**config.mk**
```make
export PLATFORM = sky130hd
export DESIGN_NAME = bit_to_byte_packer_aligned_top
export DESIGN_NICKNAME = d
export VERILOG_FILES = /design/src/hdl/b2bpa_pkg.sv /design/src/hdl/b2bpa_front.sv /design/src/hdl/b2bpa_queue.sv /design/src/hdl/b2bpa_back.sv /design/src/hdl/bit_to_byte_packer_aligned_top.sv
export VERILOG_INCLUDE_DIRS = /design/src /design/src/hdl
export SDC_FILE = /design/constraint.sdc
export NUM_CORES = 1
export LEC_CHECK = 0
export ABC_AREA = 1
export BUFFER_PORTS_ARGS = -buffer_cell sky130_fd_sc_hd__buf_2
export CORE_UTILIZATION = 40
export DETAILED_ROUTE_END_ITERATION = 10
export PLACE_DENSITY = 0.58
export SLEW_MARGIN = 25
export SYNTH_ARGS = -nofsm -noshare
export SYNTH_HDL_FRONTEND = slang
export SYNTH_SLANG_ARGS = --single-unit
```
**constraint.sdc**
```tcl
create_clock -name clock -period 9 [get_ports clock]
set_clock_uncertainty 0.1 [all_clocks]
set_input_delay 1.8 -clock clock [delete_from_list [all_inputs] [get_ports clock]]
set_output_delay 1.8 -clock clock [all_outputs]
set_load 0.02 [all_outputs]
```
**src/hdl/bit_to_byte_packer_aligned_top_defines.svh**
```systemverilog
// Assertion macros for the bit-to-byte packer.
// Included by the top level, which supplies clock and reset in scope.
`ifndef BIT_TO_BYTE_PACKER_ALIGNED_TOP_DEFINES_SVH
`define BIT_TO_BYTE_PACKER_ALIGNED_TOP_DEFINES_SVH

// same-cycle implication
`define B2BPA_ASSERT_IMP(label, ante, cons) \
   label: assert property (@(posedge clock) disable iff (reset) (ante) |-> (cons)) \
      else $error("b2bpa: same-cycle check failed");

// next-cycle implication
`define B2BPA_ASSERT_NEXT(label, ante, cons) \
   label: assert property (@(posedge clock) disable iff (reset) (ante) |=> (cons)) \
      else $error("b2bpa: next-cycle check failed");

`endif

```
**src/hdl/b2bpa_pkg.sv**
```systemverilog
// Shared types and constants for the bit-to-byte packer.
// No dependencies.
`timescale 1ns / 1ps

package b2bpa_pkg;

   localparam int QUEUE_DEPTH = 4;
   localparam int QPTR_W      = $clog2(QUEUE_DEPTH);
   localparam int QCNT_W      = $clog2(QUEUE_DEPTH + 1);

   localparam logic [1:0] MODE_CONT = 2'd0;

   localparam logic REG_ALIGN_MODE = 1'b0;
   localparam logic REG_SWAP_BYTES = 1'b1;

   typedef struct packed {
      logic operation;
      logic data_bit;
      logic list_end;
   } req_payload_type;

   typedef struct packed {
      logic [7:0] out_byte;
      logic       last_of_run;
   } rsp_payload_type;

   typedef struct packed {
      logic [1:0] align_mode;
      logic       swap_bytes;
   } cfg_type;

   // bytes of one request, byte 0 first in stream order; count is 1..4
   typedef struct packed {
      logic [3:0][7:0] bytes;
      logic [2:0]      count;
   } burst_type;

   typedef struct packed {
      logic [7:0] partial_byte;
      logic [2:0] bits_held;
      logic [1:0] byte_in_word;
   } front_stat_type;

endpackage

```
**src/hdl/b2bpa_front.sv**
```systemverilog
// Front end: accepts requests, packs bits and works out the bytes each request emits.
// Depends on b2bpa_pkg.
`timescale 1ns / 1ps

module b2bpa_front
   import b2bpa_pkg::*;
(
   input  logic            clock,
   input  logic            reset,
   input  cfg_type         cfg,
   input  logic            req_valid,
   output logic            req_ready,
   input  req_payload_type req_payload,
   input  logic            q_full,
   output logic            q_push,
   output burst_type       q_data,
   output front_stat_type  stat
);

   logic [7:0]  partial_ff, partial_in;
   logic [2:0]  bits_ff, bits_in;
   logic [1:0]  biw_ff, biw_in;
   logic [23:0] held_ff, held_in;

   logic        fire;
   logic        word_mode;
   logic [7:0]  pb_shift;
   logic        has_data;
   logic [7:0]  cur_bits;
   logic [3:0]  cur_cnt;
   logic        do_pad;
   logic        real_valid;
   logic [7:0]  real_byte;
   logic [1:0]  biw_after;
   logic [1:0]  zeros;
   logic [2:0]  n_sends;
   logic [3:0][7:0] outs;
   logic [2:0]  out_cnt;

   assign req_ready = !q_full;
   assign fire      = req_valid && req_ready;
   assign word_mode = cfg.align_mode[1];

   always_comb begin
      pb_shift   = {partial_ff[6:0], req_payload.data_bit};
      has_data   = !req_payload.operation && (bits_ff == 3'd7);
      cur_bits   = req_payload.operation ? partial_ff : pb_shift;
      if (req_payload.operation) begin
         cur_cnt = {1'b0, bits_ff};
      end else if (has_data) begin
         cur_cnt = 4'd0;
      end else begin
         cur_cnt = {1'b0, bits_ff} + 4'd1;
      end
      do_pad     = req_payload.operation ||
                   (req_payload.list_end && (cfg.align_mode != MODE_CONT));
      real_valid = has_data || (do_pad && (cur_cnt != 4'd0));
      // held bits go to the top of the byte, zeros below
      real_byte  = has_data ? pb_shift : 8'(cur_bits << (4'd8 - cur_cnt));
      biw_after  = biw_ff + {1'b0, real_valid};
      zeros      = (do_pad && word_mode) ? (2'd0 - biw_after) : 2'd0;
      n_sends    = {2'b00, real_valid} + {1'b0, zeros};
   end

   // at most one data byte, then zero padding up to the word boundary
   always_comb begin : l_send
      logic [1:0] biw;
      logic [7:0] b;
      biw     = biw_ff;
      b       = 8'h00;
      held_in = held_ff;
      outs    = '0;
      out_cnt = 3'd0;
      for (int i = 0; i < 4; i++) begin
         if (3'(i) < n_sends) begin
            b = ((i == 0) && real_valid) ? real_byte : 8'h00;
            if (word_mode && cfg.swap_bytes) begin
               if (biw == 2'd3) begin
                  outs    = {held_in[7:0], held_in[15:8], held_in[23:16], b};
                  out_cnt = 3'd4;
                  held_in = '0;
               end else begin
                  held_in[{biw, 3'b000} +: 8] = b;
               end
            end else begin
               outs[out_cnt[1:0]] = b;
               out_cnt = out_cnt + 3'd1;
               held_in = '0;
            end
            biw = biw + 2'd1;
         end
      end
      biw_in     = biw;
      partial_in = real_valid ? 8'h00 : cur_bits;
      bits_in    = real_valid ? 3'd0 : cur_cnt[2:0];
   end

   assign q_push       = fire && (out_cnt != 3'd0);
   assign q_data.bytes = outs;
   assign q_data.count = out_cnt;

   always_ff @(posedge clock) begin
      if (reset) begin
         partial_ff <= '0;
         bits_ff    <= '0;
         biw_ff     <= '0;
         held_ff    <= '0;
      end else if (fire) begin
         partial_ff <= partial_in;
         bits_ff    <= bits_in;
         biw_ff     <= biw_in;
         held_ff    <= held_in;
      end
   end

   assign stat.partial_byte = partial_ff;
   assign stat.bits_held    = bits_ff;
   assign stat.byte_in_word = biw_ff;

endmodule

```
**src/hdl/b2bpa_queue.sv**
```systemverilog
// Short queue of byte bursts between the front and back ends.
// Depends on b2bpa_pkg.
`timescale 1ns / 1ps

module b2bpa_queue
   import b2bpa_pkg::*;
(
   input  logic      clock,
   input  logic      reset,
   input  logic      push,
   input  burst_type push_data,
   output logic      full,
   input  logic      pop,
   output logic      head_valid,
   output burst_type head_data
);

   burst_type [QUEUE_DEPTH-1:0] mem_ff;
   logic [QPTR_W-1:0] wr_ptr_ff, rd_ptr_ff;
   logic [QCNT_W-1:0] count_ff;
   logic              do_pop;

   assign full       = (count_ff == QCNT_W'(QUEUE_DEPTH));
   assign head_valid = (count_ff != '0);
   assign head_data  = mem_ff[rd_ptr_ff];
   assign do_pop     = pop && head_valid;

   always_ff @(posedge clock) begin
      if (push) begin
         mem_ff[wr_ptr_ff] <= push_data;
      end
   end

   always_ff @(posedge clock) begin
      if (reset) begin
         wr_ptr_ff <= '0;
         rd_ptr_ff <= '0;
         count_ff  <= '0;
      end else begin
         if (push) begin
            wr_ptr_ff <= wr_ptr_ff + QPTR_W'(1);
         end
         if (do_pop) begin
            rd_ptr_ff <= rd_ptr_ff + QPTR_W'(1);
         end
         if (push && !do_pop) begin
            count_ff <= count_ff + QCNT_W'(1);
         end else if (do_pop && !push) begin
            count_ff <= count_ff - QCNT_W'(1);
         end
      end
   end

endmodule

```
**src/hdl/b2bpa_back.sv**
```systemverilog
// Back end: walks each burst a byte at a time into the response register.
// Depends on b2bpa_pkg.
`timescale 1ns / 1ps

module b2bpa_back
   import b2bpa_pkg::*;
(
   input  logic            clock,
   input  logic            reset,
   input  logic            head_valid,
   input  burst_type       head_data,
   output logic            pop,
   output logic            rsp_valid,
   input  logic            rsp_ready,
   output rsp_payload_type rsp_payload
);

   logic [1:0]      idx_ff, idx_in;
   logic            rsp_valid_ff, rsp_valid_in;
   rsp_payload_type rsp_payload_ff, rsp_payload_in;
   logic            load;
   logic            last;

   assign load = head_valid && (!rsp_valid_ff || rsp_ready);
   assign last = ({1'b0, idx_ff} + 3'd1) == head_data.count;
   assign pop  = load && last;

   always_comb begin
      idx_in         = idx_ff;
      rsp_valid_in   = rsp_valid_ff;
      rsp_payload_in = rsp_payload_ff;
      if (load) begin
         idx_in                     = last ? 2'd0 : idx_ff + 2'd1;
         rsp_valid_in               = 1'b1;
         rsp_payload_in.out_byte    = head_data.bytes[idx_ff];
         rsp_payload_in.last_of_run = last;
      end else if (rsp_ready) begin
         rsp_valid_in = 1'b0;
      end
   end

   always_ff @(posedge clock) begin
      if (reset) begin
         idx_ff       <= '0;
         rsp_valid_ff <= 1'b0;
      end else begin
         idx_ff       <= idx_in;
         rsp_valid_ff <= rsp_valid_in;
      end
   end

   always_ff @(posedge clock) begin
      rsp_payload_ff <= rsp_payload_in;
   end

   assign rsp_valid   = rsp_valid_ff;
   assign rsp_payload = rsp_payload_ff;

endmodule

```
**src/hdl/bit_to_byte_packer_aligned_top.sv**
```systemverilog
// Bit-to-byte packer with per-list alignment: top level.
// Depends on b2bpa_pkg, b2bpa_front, b2bpa_queue, b2bpa_back and the defines header.
//
// Usage:
//  req_*  : one request per bit (push) or an end-of-stream flush, valid/ready.
//  rsp_*  : packed bytes in stream order, valid/ready; last_of_run marks the
//           final byte a request produced. Requests that emit nothing give no rsp.
//  csr_*  : APB-style registers, align_mode at 0x0 and swap_bytes at 0x4;
//           write only while the block is idle. pready is tied high.
// Timing: a request is taken every cycle while the four-entry burst queue
//  has room. Its first byte reaches rsp through the queue write, then the
//  response register. The response side gives one byte per cycle while
//  rsp_ready is high, so a request that pads out a word (up to four bytes)
//  holds the rsp channel for all of them; the burst queue absorbs this.
// Reset: synchronous, active high; clears registers, packing state and queue.
// Stall: with rsp_ready low the response register holds, the queue fills and
//  req_ready drops once it is full.
`timescale 1ns / 1ps
`include "bit_to_byte_packer_aligned_top_defines.svh"

module bit_to_byte_packer_aligned_top
   import b2bpa_pkg::*;
(
   input  logic            clock,
   input  logic            reset,
   input  logic            req_valid,
   output logic            req_ready,
   input  req_payload_type req_payload,
   output logic            rsp_valid,
   input  logic            rsp_ready,
   output rsp_payload_type rsp_payload,
   input  logic            csr_psel,
   input  logic            csr_penable,
   input  logic            csr_pwrite,
   input  logic [2:0]      csr_paddr,
   input  logic [31:0]     csr_pwdata,
   output logic [31:0]     csr_prdata,
   output logic            csr_pready
);

   cfg_type        cfg_ff, cfg_in;
   logic           csr_wr;
   logic           q_full;
   logic           q_push;
   burst_type      q_data;
   logic           q_pop;
   logic           q_head_valid;
   burst_type      q_head_data;
   front_stat_type front_stat;

   assign csr_pready = 1'b1;
   assign csr_wr     = csr_psel && csr_penable && csr_pwrite;

   always_comb begin
      cfg_in = cfg_ff;
      if (csr_wr) begin
         case (csr_paddr[2])
            REG_ALIGN_MODE: cfg_in.align_mode = csr_pwdata[1:0];
            REG_SWAP_BYTES: cfg_in.swap_bytes = csr_pwdata[0];
            default:        cfg_in = cfg_ff;
         endcase
      end
   end

   always_comb begin
      case (csr_paddr[2])
         REG_ALIGN_MODE: csr_prdata = {30'd0, cfg_ff.align_mode};
         REG_SWAP_BYTES: csr_prdata = {31'd0, cfg_ff.swap_bytes};
         default:        csr_prdata = 32'd0;
      endcase
   end

   always_ff @(posedge clock) begin
      if (reset) begin
         cfg_ff <= '0;
      end else begin
         cfg_ff <= cfg_in;
      end
   end

   b2bpa_front u_front (
      .clock       (clock),
      .reset       (reset),
      .cfg         (cfg_ff),
      .req_valid   (req_valid),
      .req_ready   (req_ready),
      .req_payload (req_payload),
      .q_full      (q_full),
      .q_push      (q_push),
      .q_data      (q_data),
      .stat        (front_stat)
   );

   b2bpa_queue u_queue (
      .clock      (clock),
      .reset      (reset),
      .push       (q_push),
      .push_data  (q_data),
      .full       (q_full),
      .pop        (q_pop),
      .head_valid (q_head_valid),
      .head_data  (q_head_data)
   );

   b2bpa_back u_back (
      .clock       (clock),
      .reset       (reset),
      .head_valid  (q_head_valid),
      .head_data   (q_head_data),
      .pop         (q_pop),
      .rsp_valid   (rsp_valid),
      .rsp_ready   (rsp_ready),
      .rsp_payload (rsp_payload)
   );

   // no stale bits above an empty partial byte
   `B2BPA_ASSERT_IMP(a_partial_clear, front_stat.bits_held == 3'd0, front_stat.partial_byte == 8'h00)
   // a flush always leaves no bits held
   `B2BPA_ASSERT_NEXT(a_flush_drains, req_valid && req_ready && req_payload.operation, front_stat.bits_held == 3'd0)
   // a flush in word mode ends on a word boundary
   `B2BPA_ASSERT_NEXT(a_flush_aligned, req_valid && req_ready && req_payload.operation && cfg_ff.align_mode[1], front_stat.byte_in_word == 2'd0)
   // a burst is never written into a full queue
   `B2BPA_ASSERT_IMP(a_no_overflow, q_push, !q_full)

endmodule

```
==> results.md <==
* Core area at between 0.02 and 0.03 sq mm
* Met3 usage at under 10%
* Setup repair bufs after CTS at 0
* Resize count post-CTS at 0
* FF/Latch Area at around 0.0055 sq mm
* Ys async rst share at 0%
* Relative slew margins at 36.16%
* Vias in the first global route at 8648
* Core Rows at 61
* Clk slew on worst S/H paths at around 80 ps
* Die height at 169.8 um
* Post-route ant nets at 0
* DIE AREA at 0.02882 sq mm
* Post-synth top area share at 39.74%
* Clk buf depth at 2
* DP HPWL at about 19000 um
* Synth warnings at 0
* Mapped Cells at 1388
* Switching pwr at 1028 uW
* Worst stage delay on the critical path at 390 ps
* CTS root buf: clkbuf_16
* Via Count at 9309
* Fmax at between 100 and 150 MHz
* Pwr dens at 222.1 mW/mm^2
* GRT busiest layer: met2
* PnR worst setup slack at roughly 1200 ps
* Int Pwr at between 1500 and 2000 uW
* Top_reg_cell synth: edfxtp_1
* Vias/cell at 5.218
* Max-cap violations at 0
* Worst slack at placement at 701.4 ps
* First-pass GRT wire length at 47240 um
* Cell Area, Synth at about 0.011 sq mm
* Startpoint types: input port
* Most common cell in the netlist: nand2_1
* # hold bufs at CTS at 0
* Post-route minimum period at approximately 7800 ps
* Gp weighted congestion at 0.8494
* Synth Register Bits at 199
* Comb pwr share at just over 30%
* Top post-synthesis cells by area: edfxtp_1 40%, nand2_1 12%, dfxtp_1 8.9%
* # diodes at 0
* Global Route met2 Usage at 35.14%
* Setup repair after global routing missed its margin: false
* Post-synth top area cell: edfxtp_1
* Leakage at 0.005087 uW
* Fin. max-slew vios at 0
* Worst slew pin tran at 954.5 ps
* IO Pins at 89
* Fin. Hold Viols at 0
* Synth cell types at 42
* WS Path Type: in -> reg
* Sw frac at 37.65%
* Area Growth Syn to Fin at 9.168%
* Hold_ws at a little under 400 ps
* Starting density of the core at 40.64%
* CP arrival at 8000 ps
* PortBufs at 25
* CP Max Fanout at 11
* Initial drt markers at 608
* CP endpoint kind: flip-flop
* Worst-skew pair later-pin latency at 440 ps
* Post-synthesis sequential area ratio at 48.63%
* Crit path top cell by count: ha_1
* Initial antenna violation count at 1
* Final Core Density at 44.36%
* # fillers at 2755
* Flop pwr share at 41.6%
* Setup TNS at 0 ps
* Syn avg cell area at 8.111 sq um
* Clock share of power at 28.1%
* Tcrit/Tclk final at between 80 and 90%
* # DRC at 0
* Sinks on Clock Net at ~200
* Total GRT Usage at 21.24%
* Setup violations, final at 0
* Crit-path slowest cell: fa_1
* GR Overflow Total at 0
* WL/cell at 16.54 um
* CTS tree: built
* Hold WC Path Type: reg -> reg
* Die outline width at roughly 170 um
* VDD IR max at between 100 and 150 uV
* Post-synth EDFFs at roughly 150
* Drt first pass iters at 5
* Total Wirelength at 29510 um
* CTS Buf Count at 17
* Area occupied by multi-input gates at 0.004981 sq mm
* Reg2Reg Setup Slack at 2010 ps
* Status: complete, no violations
* Largest net degree at the start of global routing at 49
* Number of H-tree levels at 4
* Grt met1 use at about 28%
* WP data required at 9230 ps
* Layout Nets at between 1000 and 1500
* Top post-synthesis cells by count: 350 x nand2_1, 150 x nor2_1, 149 x edfxtp_1, 137 x nand3_1, 125 x o21ai_0
* Share of layout cells above drive strength 1 at 8.819%
[final timing paths]
kind                                          start                  end  cells after the start
worst max-delay path                 req_payload[2]  u_queue.count_ff[1]                     36
worst min-delay path            u_front.held_ff[15]  u_front.held_ff[15]                      2
worst max register to register   u_front.bits_ff[0]  u_queue.count_ff[1]                     36
worst min register to register  u_front.held_ff[15]  u_front.held_ff[15]                      2
[cell usage in the layout, fill, tap and decap left out, types with 21 or more instances in the layout]
| cell type | count |
|---|---|
| dfxtp_1 | 49 |
| conb_1 | 31 |
| nor2_1 | 146 |
| buf_4 | 27 |
| ha_1 | 29 |
| nand3_1 | 137 |
| o211ai_1 | 21 |
| o21ai_0 | 125 |
| o221ai_1 | 24 |
| buf_2 | 25 |
| inv_1 | 103 |
| nand2_1 | 350 |
| a21oi_1 | 64 |
| edfxtp_1 | 149 |
[sequential cells by signal, indices dropped and copies added, names as in the netlist, 2 cells and up]
| register | flops |
|---|---|
| u_queue.mem_ff | 140 |
| u_front.held_ff | 24 |
| u_back.rsp_payload | 9 |
| u_front.partial_ff | 8 |
| cfg_ff | 3 |
| u_front.bits_ff | 3 |
| u_queue.count_ff | 3 |
| u_back.idx_ff | 2 |
| u_front.biw_ff | 2 |
| u_queue.rd_ptr_ff | 2 |
| u_queue.wr_ptr_ff | 2 |
[layer usage]
metal	part of all wire [%]	up-vias
met1	47	4354
met5	0.044	-
li1	-	4677
met3	4.6	38
met4	2.3	2
met2	46	238
[critical path, delay by kind of cell]
family | cells | cell delay, ps
adders and majority gates | 8 | 2300
and+or+nand+nor | 13 | 1900
buffers and inverters | 10 | 1090
AOI/OAI and AO/OA | 5 | 880
[area by class of cell]
class,instances,area share (%)
sequential,199,44.56
clock buffer,17,3.461
timing repair buffer,52,2.667
tap,378,3.848
multi-input combinational,1008,40.53
inverter,115,3.512
clock inverter,15,1.425
[power groups by stage]
stage	Combinational (uW)	Sequential [uW]	Clock (uW)
after floorplan	581	1170	0
after global placement	825	1160	0
after detailed placement	833	1160	0
after CTS	834	1140	782
after global routing	936	1150	816
final	827	1140	767
[logic make-up (layout without fill, tap and decap cells)]
group           count (synthesis)  after routing  synth area share, %
compound gates                261            261                13.57
buf+inv                       210            199                8.413
other cells                     2             31              0.06671
flops                         199            199                48.63
fa+ha+maj                      30             30                3.401
xor+xnor                        5              5               0.3890
simple gates                  681            681                25.53
[metrics by stage]
stage / power [uW] / std cells / cell area [sq um]
4_1_cts: 2753 / 1784 / 12290
6_report: 2730 / 1784 / 12290
3_5_place_dp: 1990 / 1752 / 11690
5_1_grt: 2899 / 1784 / 12290
3_3_place_gp: 1981 / 1752 / 11690
2_1_floorplan: 1750 / 1417 / 11370
(Power assumes the default switching activity.)
